## src/hw/rtl/bmrq_pkg.sv

```systemverilog
`timescale 1ns / 1ps
// ----------------------------------------------------------------------------
// Byte message ring queue package
// Shared opcode and result codes, the command record passed from the front
// end to the execution engine, and the configuration write record.
// ----------------------------------------------------------------------------
package bmrq_pkg;

   localparam int SIZE_W  = 9;
   localparam int LEN_W   = 7;
   localparam int BYTE_W  = 8;
   localparam int CSR_DW  = 32;
   localparam int CSR_AW  = 3;

   typedef enum logic [1:0] {
      OP_PUSH  = 2'd0,
      OP_PULL  = 2'd1,
      OP_CLEAR = 2'd2
   } op_type;

   typedef enum logic [2:0] {
      KIND_BYTE        = 3'd0,
      KIND_PUSH_OK     = 3'd1,
      KIND_PUSH_REJECT = 3'd2,
      KIND_PULL_REJECT = 3'd3,
      KIND_CLEARED     = 3'd4
   } kind_type;

   // Register index of queue_size in the register list.
   localparam logic REG_QUEUE_SIZE = 1'b0;

   typedef struct packed {
      op_type              op;
      logic [LEN_W-1:0]    len;
      logic [BYTE_W-1:0]   data;
      logic                last;
   } cmd_type;

   typedef struct packed {
      logic    valid;
      cmd_type cmd;
   } cmdq_type;

   typedef struct packed {
      logic              wr;
      logic [SIZE_W-1:0] size;
   } cfg_write_type;

   typedef struct packed {
      logic              strobe;
      kind_type          kind;
      logic [BYTE_W-1:0] out_byte;
      logic [SIZE_W-1:0] moved;
      logic [SIZE_W-1:0] fill;
      logic [SIZE_W-1:0] space;
      logic              last;
   } rsp_type;

endpackage

```

## src/hw/rtl/bmrq_front.sv

```systemverilog
`timescale 1ns / 1ps
// ----------------------------------------------------------------------------
// Byte message ring queue front end
// Accepts request transactions, decodes the opcode, caps the pull length and
// holds the commands in a four-entry queue for the execution engine.
// ----------------------------------------------------------------------------
module bmrq_front #(
   parameter int MAX_PULL = 64
) (
   input  logic                      clock,
   input  logic                      reset,
   input  logic                      start,
   output logic                      busy,
   input  logic [1:0]                req_opcode,
   input  logic [6:0]                req_pull_length,
   input  logic [7:0]                req_push_byte,
   input  logic                      req_run_end,
   output bmrq_pkg::cmdq_type        cmdq,
   input  logic                      pop
);
   import bmrq_pkg::*;

   localparam int QDEPTH = 4;
   localparam int QAW    = $clog2(QDEPTH);
   localparam logic [LEN_W-1:0] PULL_CAP = LEN_W'(MAX_PULL);
   localparam logic [QAW:0]     FULL_CNT = (QAW+1)'(QDEPTH);

   cmd_type          queue_ff [QDEPTH];
   logic [QAW-1:0]   wr_ptr_ff, wr_ptr_in;
   logic [QAW-1:0]   rd_ptr_ff, rd_ptr_in;
   logic [QAW:0]     count_ff, count_in;
   logic             accept;
   logic             enq;
   logic             deq;
   logic             known_op;
   cmd_type          new_cmd;

   assign busy   = (count_ff == FULL_CNT);
   assign accept = start && !busy;

   always_comb begin
      known_op     = 1'b1;
      new_cmd.op   = OP_PUSH;
      unique case (req_opcode)
         OP_PUSH:  new_cmd.op = OP_PUSH;
         OP_PULL:  new_cmd.op = OP_PULL;
         OP_CLEAR: new_cmd.op = OP_CLEAR;
         default:  known_op   = 1'b0;
      endcase
      new_cmd.len  = (req_pull_length > PULL_CAP) ? PULL_CAP : req_pull_length;
      new_cmd.data = req_push_byte;
      new_cmd.last = req_run_end;
   end

   // The unused opcode is taken from the requester and then forgotten.
   assign enq = accept && known_op;
   assign deq = pop && (count_ff != '0);

   always_comb begin
      wr_ptr_in = enq ? wr_ptr_ff + 1'b1 : wr_ptr_ff;
      rd_ptr_in = deq ? rd_ptr_ff + 1'b1 : rd_ptr_ff;
      count_in  = count_ff + (QAW+1)'(enq) - (QAW+1)'(deq);
   end

   always_ff @(posedge clock) begin
      if (reset) begin
         wr_ptr_ff <= '0;
         rd_ptr_ff <= '0;
         count_ff  <= '0;
      end else begin
         wr_ptr_ff <= wr_ptr_in;
         rd_ptr_ff <= rd_ptr_in;
         count_ff  <= count_in;
      end
   end

   always_ff @(posedge clock) begin
      if (enq) begin
         queue_ff[wr_ptr_ff] <= new_cmd;
      end
   end

   assign cmdq.valid = (count_ff != '0);
   assign cmdq.cmd   = queue_ff[rd_ptr_ff];

   assert property (@(posedge clock) disable iff (reset) count_ff <= FULL_CNT)
      else $error("command queue count exceeds its depth");

   assert property (@(posedge clock) disable iff (reset)
      (count_ff == '0) |-> (wr_ptr_ff == rd_ptr_ff))
      else $error("empty command queue with unequal pointers");

endmodule

```

## src/hw/rtl/bmrq_engine.sv

```systemverilog
`timescale 1ns / 1ps
// ----------------------------------------------------------------------------
// Byte message ring queue execution engine
// Runs queued commands against the byte ring: speculative push writes with
// commit or drop at the end of a run, byte-per-cycle pulls, and clears.
// Holds the size register and the registered result transaction.
// ----------------------------------------------------------------------------
module bmrq_engine #(
   parameter int DEPTH = 256
) (
   input  logic                     clock,
   input  logic                     reset,
   input  bmrq_pkg::cmdq_type       cmdq,
   output logic                     pop,
   input  bmrq_pkg::cfg_write_type  cfg,
   output logic [8:0]               size_out,
   output bmrq_pkg::rsp_type        rsp
);
   import bmrq_pkg::*;

   // The size register never exceeds 511, so deeper stores are never used.
   localparam int MEM_DEPTH = (DEPTH < 512) ? DEPTH : 512;
   localparam int AW        = $clog2(MEM_DEPTH);
   localparam logic [16:0] DEPTH_LIM = 17'(DEPTH);

   typedef enum logic [1:0] {
      ST_IDLE = 2'b01,
      ST_PULL = 2'b10
   } state_type;

   function automatic logic [AW-1:0] wrap_inc(input logic [AW-1:0] p,
                                              input logic [SIZE_W-1:0] qs);
      logic [SIZE_W:0] n;
      n = (SIZE_W+1)'(p) + 1'b1;
      if (n >= {1'b0, qs}) return '0;
      return AW'(n);
   endfunction

   logic [BYTE_W-1:0]  mem [MEM_DEPTH];
   logic [BYTE_W-1:0]  rd_data_ff;

   state_type          state_ff, state_in;
   logic [SIZE_W-1:0]  size_ff, size_in;
   logic [AW-1:0]      wp_ff, wp_in;
   logic [AW-1:0]      rp_ff, rp_in;
   logic [AW-1:0]      spec_ff, spec_in;
   logic [SIZE_W-1:0]  stored_ff, stored_in;
   logic [SIZE_W-1:0]  run_len_ff, run_len_in;
   logic               ovf_ff, ovf_in;
   logic [LEN_W-1:0]   pull_len_ff, pull_len_in;
   logic [LEN_W-1:0]   pull_cnt_ff, pull_cnt_in;

   logic               strobe_ff, strobe_in;
   kind_type           kind_ff, kind_in;
   logic [SIZE_W-1:0]  moved_ff, moved_in;
   logic [SIZE_W-1:0]  fill_ff, fill_in;
   logic [SIZE_W-1:0]  space_ff, space_in;
   logic               last_ff, last_in;

   logic               mem_we;
   logic [SIZE_W-1:0]  free_space;
   logic               can_write;
   logic [SIZE_W-1:0]  run_len_new;
   logic               ovf_new;
   logic [AW-1:0]      spec_new;
   logic [LEN_W-1:0]   cur_len;
   logic [LEN_W-1:0]   next_cnt;
   logic               emit;

   always_comb begin
      state_in    = state_ff;
      size_in     = size_ff;
      wp_in       = wp_ff;
      rp_in       = rp_ff;
      spec_in     = spec_ff;
      stored_in   = stored_ff;
      run_len_in  = run_len_ff;
      ovf_in      = ovf_ff;
      pull_len_in = pull_len_ff;
      pull_cnt_in = pull_cnt_ff;
      strobe_in   = 1'b0;
      kind_in     = kind_ff;
      moved_in    = '0;
      last_in     = 1'b1;
      pop         = 1'b0;
      mem_we      = 1'b0;
      emit        = 1'b0;

      free_space  = size_ff - stored_ff;
      can_write   = !ovf_ff && (run_len_ff < free_space);
      run_len_new = run_len_ff + SIZE_W'(can_write);
      ovf_new     = ovf_ff || !can_write;
      spec_new    = can_write ? wrap_inc(spec_ff, size_ff) : spec_ff;
      cur_len     = (state_ff == ST_PULL) ? pull_len_ff : cmdq.cmd.len;
      next_cnt    = ((state_ff == ST_PULL) ? pull_cnt_ff : '0) + 1'b1;

      unique case (state_ff)
         ST_IDLE: begin
            if (cmdq.valid) begin
               pop = 1'b1;
               case (cmdq.cmd.op)
                  OP_PUSH: begin
                     mem_we = can_write;
                     if (cmdq.cmd.last) begin
                        strobe_in  = 1'b1;
                        run_len_in = '0;
                        ovf_in     = 1'b0;
                        if (!ovf_new && (run_len_new != '0)) begin
                           wp_in     = spec_new;
                           spec_in   = spec_new;
                           stored_in = stored_ff + run_len_new;
                           kind_in   = KIND_PUSH_OK;
                           moved_in  = run_len_new;
                        end else begin
                           spec_in = wp_ff;
                           kind_in = KIND_PUSH_REJECT;
                        end
                     end else begin
                        run_len_in = run_len_new;
                        ovf_in     = ovf_new;
                        spec_in    = spec_new;
                     end
                  end
                  OP_PULL: begin
                     if ((cmdq.cmd.len == '0) || (SIZE_W'(cmdq.cmd.len) > stored_ff)
                         || (size_ff == '0)) begin
                        strobe_in = 1'b1;
                        kind_in   = KIND_PULL_REJECT;
                     end else begin
                        emit = 1'b1;
                        if (cmdq.cmd.len != next_cnt) begin
                           state_in    = ST_PULL;
                           pull_len_in = cmdq.cmd.len;
                        end
                     end
                  end
                  OP_CLEAR: begin
                     wp_in      = '0;
                     rp_in      = '0;
                     spec_in    = '0;
                     stored_in  = '0;
                     run_len_in = '0;
                     ovf_in     = 1'b0;
                     strobe_in  = 1'b1;
                     kind_in    = KIND_CLEARED;
                  end
                  default: ;
               endcase
            end
         end
         ST_PULL: begin
            emit = 1'b1;
            if (next_cnt == pull_len_ff) begin
               state_in = ST_IDLE;
            end
         end
         default: state_in = ST_IDLE;
      endcase

      // One pulled byte per cycle; the byte itself arrives from the memory
      // read register together with the rest of the result.
      if (emit) begin
         strobe_in   = 1'b1;
         kind_in     = KIND_BYTE;
         moved_in    = SIZE_W'(next_cnt);
         last_in     = (next_cnt == cur_len);
         stored_in   = stored_ff - 1'b1;
         rp_in       = wrap_inc(rp_ff, size_ff);
         pull_cnt_in = next_cnt;
      end

      // A size write empties the queue and drops any pending push run.
      if (cfg.wr) begin
         size_in    = ({8'd0, cfg.size} <= DEPTH_LIM) ? cfg.size : '0;
         wp_in      = '0;
         rp_in      = '0;
         spec_in    = '0;
         stored_in  = '0;
         run_len_in = '0;
         ovf_in     = 1'b0;
      end

      fill_in  = stored_in;
      space_in = size_in - stored_in;
   end

   always_ff @(posedge clock) begin
      if (reset) begin
         state_ff    <= ST_IDLE;
         size_ff     <= '0;
         wp_ff       <= '0;
         rp_ff       <= '0;
         spec_ff     <= '0;
         stored_ff   <= '0;
         run_len_ff  <= '0;
         ovf_ff      <= 1'b0;
         pull_len_ff <= '0;
         pull_cnt_ff <= '0;
         strobe_ff   <= 1'b0;
      end else begin
         state_ff    <= state_in;
         size_ff     <= size_in;
         wp_ff       <= wp_in;
         rp_ff       <= rp_in;
         spec_ff     <= spec_in;
         stored_ff   <= stored_in;
         run_len_ff  <= run_len_in;
         ovf_ff      <= ovf_in;
         pull_len_ff <= pull_len_in;
         pull_cnt_ff <= pull_cnt_in;
         strobe_ff   <= strobe_in;
      end
   end

   always_ff @(posedge clock) begin
      kind_ff  <= kind_in;
      moved_ff <= moved_in;
      fill_ff  <= fill_in;
      space_ff <= space_in;
      last_ff  <= last_in;
   end

   always_ff @(posedge clock) begin
      if (mem_we) begin
         mem[spec_ff] <= cmdq.cmd.data;
      end
      rd_data_ff <= mem[rp_ff];
   end

   assign size_out     = size_ff;
   assign rsp.strobe   = strobe_ff;
   assign rsp.kind     = kind_ff;
   assign rsp.out_byte = (kind_ff == KIND_BYTE) ? rd_data_ff : '0;
   assign rsp.moved    = moved_ff;
   assign rsp.fill     = fill_ff;
   assign rsp.space    = space_ff;
   assign rsp.last     = last_ff;

   assert property (@(posedge clock) disable iff (reset)
      (stored_ff + run_len_ff) <= size_ff)
      else $error("stored and pending bytes exceed the queue size");

   assert property (@(posedge clock) disable iff (reset)
      (state_ff == ST_PULL) |-> (pull_cnt_ff < pull_len_ff) && !pop)
      else $error("pull sequencer out of range or popping while pulling");

   assert property (@(posedge clock) disable iff (reset)
      (state_ff == ST_PULL) |=> strobe_ff && (kind_ff == KIND_BYTE))
      else $error("pull cycle without a pulled byte result");

endmodule

```

## src/hw/rtl/byte_message_ring_queue_core.sv

```systemverilog
`timescale 1ns / 1ps
// ----------------------------------------------------------------------------
// Byte message ring queue
// All-or-nothing byte ring queue with a programmable active size.
// ----------------------------------------------------------------------------
// Requests are command transactions taken when start is high and busy is low:
// push bytes (a run closed by req_run_end), pulls of req_pull_length bytes,
// and clears. Results appear on the rsp_ ports for one cycle each, marked by
// rsp_strobe; the receiver cannot hold them off.
// A four-entry command queue separates the request side from the engine, so
// busy only rises when that queue is full. A taken command is registered in
// that queue and reaches the engine once the engine is idle; its results come
// from the engine's result registers. Push bytes, clears and rejections are
// handled without stalling the engine; a pull of n bytes gives n results, one
// per cycle, limited by the single read port of the byte store.
// The size register sits at address 0 of the APB-style port; writing it
// empties the queue. After reset the size is zero, so the queue is closed
// until software programs a size. No clearing pass runs after reset.
// ----------------------------------------------------------------------------
module byte_message_ring_queue_core #(
   parameter int DEPTH    = 256,
   parameter int MAX_PULL = 64
) (
   input  logic        clock,
   input  logic        reset,
   input  logic        start,
   output logic        busy,
   input  logic [1:0]  req_opcode,
   input  logic [6:0]  req_pull_length,
   input  logic [7:0]  req_push_byte,
   input  logic        req_run_end,
   output logic        rsp_strobe,
   output logic [2:0]  rsp_kind,
   output logic [7:0]  rsp_out_byte,
   output logic [8:0]  rsp_moved_count,
   output logic [8:0]  rsp_fill_level,
   output logic [8:0]  rsp_space_left,
   output logic        rsp_final_result,
   input  logic        psel,
   input  logic        penable,
   input  logic        pwrite,
   input  logic [2:0]  paddr,
   input  logic [31:0] pwdata,
   output logic [31:0] prdata,
   output logic        pready
);
   import bmrq_pkg::*;

   cmdq_type      cmdq;
   logic          pop;
   cfg_write_type cfg;
   logic [8:0]    size_reg;
   rsp_type       rsp;
   logic          reg_sel;

   bmrq_front #(
      .MAX_PULL (MAX_PULL)
   ) u_front (
      .clock           (clock),
      .reset           (reset),
      .start           (start),
      .busy            (busy),
      .req_opcode      (req_opcode),
      .req_pull_length (req_pull_length),
      .req_push_byte   (req_push_byte),
      .req_run_end     (req_run_end),
      .cmdq            (cmdq),
      .pop             (pop)
   );

   bmrq_engine #(
      .DEPTH (DEPTH)
   ) u_engine (
      .clock    (clock),
      .reset    (reset),
      .cmdq     (cmdq),
      .pop      (pop),
      .cfg      (cfg),
      .size_out (size_reg),
      .rsp      (rsp)
   );

   // paddr[2] selects the register word; only the first one exists.
   assign reg_sel  = (paddr[2] == REG_QUEUE_SIZE);
   assign pready   = 1'b1;
   assign cfg.wr   = psel && penable && pwrite && pready && reg_sel;
   assign cfg.size = pwdata[SIZE_W-1:0];
   assign prdata   = reg_sel ? {{(CSR_DW-SIZE_W){1'b0}}, size_reg} : '0;

   assign rsp_strobe       = rsp.strobe;
   assign rsp_kind         = rsp.kind;
   assign rsp_out_byte     = rsp.out_byte;
   assign rsp_moved_count  = rsp.moved;
   assign rsp_fill_level   = rsp.fill;
   assign rsp_space_left   = rsp.space;
   assign rsp_final_result = rsp.last;

endmodule
```

## config.mk

```make
export PLATFORM = sky130hd
export DESIGN_NAME = byte_message_ring_queue_core
export DESIGN_NICKNAME = d
export VERILOG_FILES = /design/src/hw/rtl/bmrq_pkg.sv /design/src/hw/rtl/bmrq_front.sv /design/src/hw/rtl/bmrq_engine.sv /design/src/hw/rtl/byte_message_ring_queue_core.sv
export SDC_FILE = /design/constraint.sdc
export NUM_CORES = 2
export LEC_CHECK = 0
export BUFFER_PORTS_ARGS = -buffer_cell sky130_fd_sc_hd__buf_2
export CAP_MARGIN = 40
export CORE_ASPECT_RATIO = 1.1
export CORE_UTILIZATION = 51
export CTS_BUF_LIST = sky130_fd_sc_hd__clkbuf_16
export CTS_CLUSTER_SIZE = 8
export DETAILED_ROUTE_END_ITERATION = 12
export PLACE_DENSITY = 0.69
export SLEW_MARGIN = 20
export SYNTH_ARGS = -nofsm -noshare
export SYNTH_HDL_FRONTEND = slang
export SYNTH_SLANG_ARGS = --single-unit
export TNS_END_PERCENT = 50
```

## constraint.sdc

```tcl
create_clock -name clock -period 13 [get_ports clock]
set_input_delay 1.3 -clock clock [delete_from_list [all_inputs] [get_ports clock]]
set_output_delay 1.3 -clock clock [all_outputs]
set_load 0.005 [all_outputs]
```

==> results.ini <==
[grt]
grt_usage=0.237
grt_max_degree=185
antenna_found_initial=1
grt_pass1_vias=44200
gr-total-overflow=0
grt_pass1_wl_um=301000

[yosys]
synth_area_leaders=edfxtp_1 (72%), mux4_2 (16%), dfxtp_1 (2.6%)
syn_inst=4301
ys_warn_count=0
synthTopCellsByCount=edfxtp_1 (2,120), mux4_2 (650), nor2_1 (359)
ys_seq_elements=2237
ys_seq_area_frac=0.743
syn-cell-area_um2=88800
synth-edff-count=2120
synth_top_area_share=0.717
synth_top_cell_by_area=edfxtp_1
avgSynthCellArea_um2=20.7
ys_async_sr_fraction=0
netlist-cell-type-count=78
synth_most_common_cell=edfxtp_1
ys.flop_type=edfxtp_1

[pwr]
clkPwrFrac=0.395
vdd_drop_max_mv=0.160
p_sw_frac=0.243
p_seq_frac=0.486
switchingPower_uw=4500
p_int_uw=14000
p_leak_uw=0.0318
power_density_nw_per_um2=182
combPwrFrac=0.119

[cts]
clk_path_buf_depth=4
insertion_delay_ps=930
cts_sinks=2237
clkTransAtPathRegs_ps=50
cts_htree_levels=5
cts_resized=0
cts_tree=yes
cts_made_buffers=329
postCtsHoldBufs=0
postCtsSetupRepairBufs=0
cts-root-buf=clkbuf_16

[worst_setup_path]
reg2reg_depth=33
cp_max_fo=9
arrival_ps=8750
slowest_stage=a211oi_1
worstSetupPathType=reg -> reg
worstPathRequired_ps=13800
worstSetupStartpointType=flip-flop
slowest_delay_ps=470
endpoint_kind=flip-flop

[finish]
postLayoutCellArea_um2=102000
final_util=0.588
layout.nets=4780
area_growth_pct=14.5
final_layout_size_suffix_gt1_frac=0.270

[routing]
routed_via_density=6.31
num_vias=43900
drc_errors=0
drt_first_pass_iters=8
drtAntennaViolNets=0
routedWlPerCell_um=29.5
drt_iter0_markers=5047
routed_wl_um=205000

[place]
place_congestion=0.870
place_hpwl_um=123000
post_dp_cell_area_um2=92500
port_buffers=83
dp_slack_ps=5220

[sta]
fin_crit_sh=0.611
setup-violations-final=0
final.min_clock_period_ps=7940
rsz0062_at_grt=false
skew_ps=51.8
tns_ps=0
hold_slack_ps=467
fmax_mhz=126
hold_viol_final=0
maxSlewHeadroom=0.242
setup_ws_ps=5060
tightest_slew_ps=1140
final_max_slew_viol_count=0

[worst_hold_path]
min_path_type=reg -> reg
hold_depth=2

[die]
dieHeight_um=440
dieArea_um2=176000
ios=133
core-area_um2=173000
row_count=160
initial_core_util=0.514
die_w_um=400

[outcome]
status=complete, no violations

[run]
drv_cap=0

[power groups by stage]
stage / logic (uW) / clock network (uW) / registers, uW
2_1_floorplan: 1090 / 0 / 9230
3_3_place_gp: 1920 / 0 / 9170
3_5_place_dp: 2160 / 0 / 9140
4_1_cts: 2160 / 7400 / 9000
5_1_grt: 2370 / 7690 / 9000
6_report: 2200 / 7320 / 9000
[final cells by class]
| class | count | area (um2) |
|---|---|---|
| clock inverter | 50 | 243 |
| timing repair buffer | 239 | 2290 |
| tap | 2268 | 2840 |
| clock buffer | 337 | 8430 |
| sequential | 2237 | 66000 |
| inverter | 48 | 180 |
| fill | 12200 | 71300 |
| antenna | 1 | 2.50 |
| multi-input combinational | 1781 | 21700 |
[metal layers]
| metal | vias to the layer above | global-route usage | wire (um) | share of wire |
|---|---|---|---|---|
| met5 | - | 0 | 0 | 0 |
| met4 | 0 | 0.0730 | 5050 | 0.025 |
| met3 | 285 | 0.0448 | 16700 | 0.082 |
| met2 | 2068 | 0.378 | 103000 | 0.50 |
| met1 | 23300 | 0.333 | 80800 | 0.39 |
| li1 | 18300 | - | - | - |
[sequential cells by signal, indices dropped and copies added, names as in the netlist, 9 cells and up, named ones only]
| name | flops |
|---|---|
| u_engine.stored_ff | 9 |
| u_engine.space_ff | 9 |
| u_engine.run_len_ff | 9 |
| u_front.queue_ff | 72 |
| u_engine.fill_ff | 9 |
| u_engine.size_out | 9 |
| u_engine.mem | 2048 |
| u_engine.moved_ff | 9 |
[critical path: cells and delay by family (launching register included)]
kind / cells / cell delay (ps)
DFF: 1 / 460
xor gates and xnor gates: 4 / 750
AOI/OAI and AO/OA: 17 / 3620
buffers and inverters: 2 / 330
and+or+nand+nor: 5 / 1170
adders and majority gates: 5 / 1530
[per-stage QoR]
stage,power [uW],instances
after detailed placement,11300,6520
final,18500,6961
after global routing,19100,6960
after floorplan,10300,4323
after CTS,18600,6907
after global placement,11100,6481
[worst paths after layout]
check | slack [ps] | to | from
setup / recovery | 5060 | u_engine.space_ff[8] | u_engine.stored_ff[1]
hold / removal | 470 | u_engine.ovf_ff | u_engine.ovf_ff
setup reg to reg | 5060 | u_engine.space_ff[8] | u_engine.stored_ff[1]
hold reg to reg | 470 | u_engine.ovf_ff | u_engine.ovf_ff
[cell usage in the layout (no fill, tap or decap), drive strengths merged, types with 36 or more instances in the layout]
cell type,count
nor2,360
dfxtp,117
mux4,650
a22oi,39
nand2,102
ha,81
o21ai,43
inv,91
edfxtp,2120
nor3,36
clkbuf,337
buf,239
a21oi,52
[kinds of logic (layout without fill, tap and decap cells)]
group	Yosys count	count (layout)	share of synthesized area
other	2	25	0.0000845
AOI/OAI and AO/OA	280	280	0.0229
xor gates and xnor gates	65	65	0.00641
muxes	679	679	0.168
DFF	2237	2237	0.743
adders and majority gates	85	85	0.0123
buffers and inverters	305	674	0.0145
and+or+nand+nor	648	648	0.0327
(Power assumes the default switching activity.)
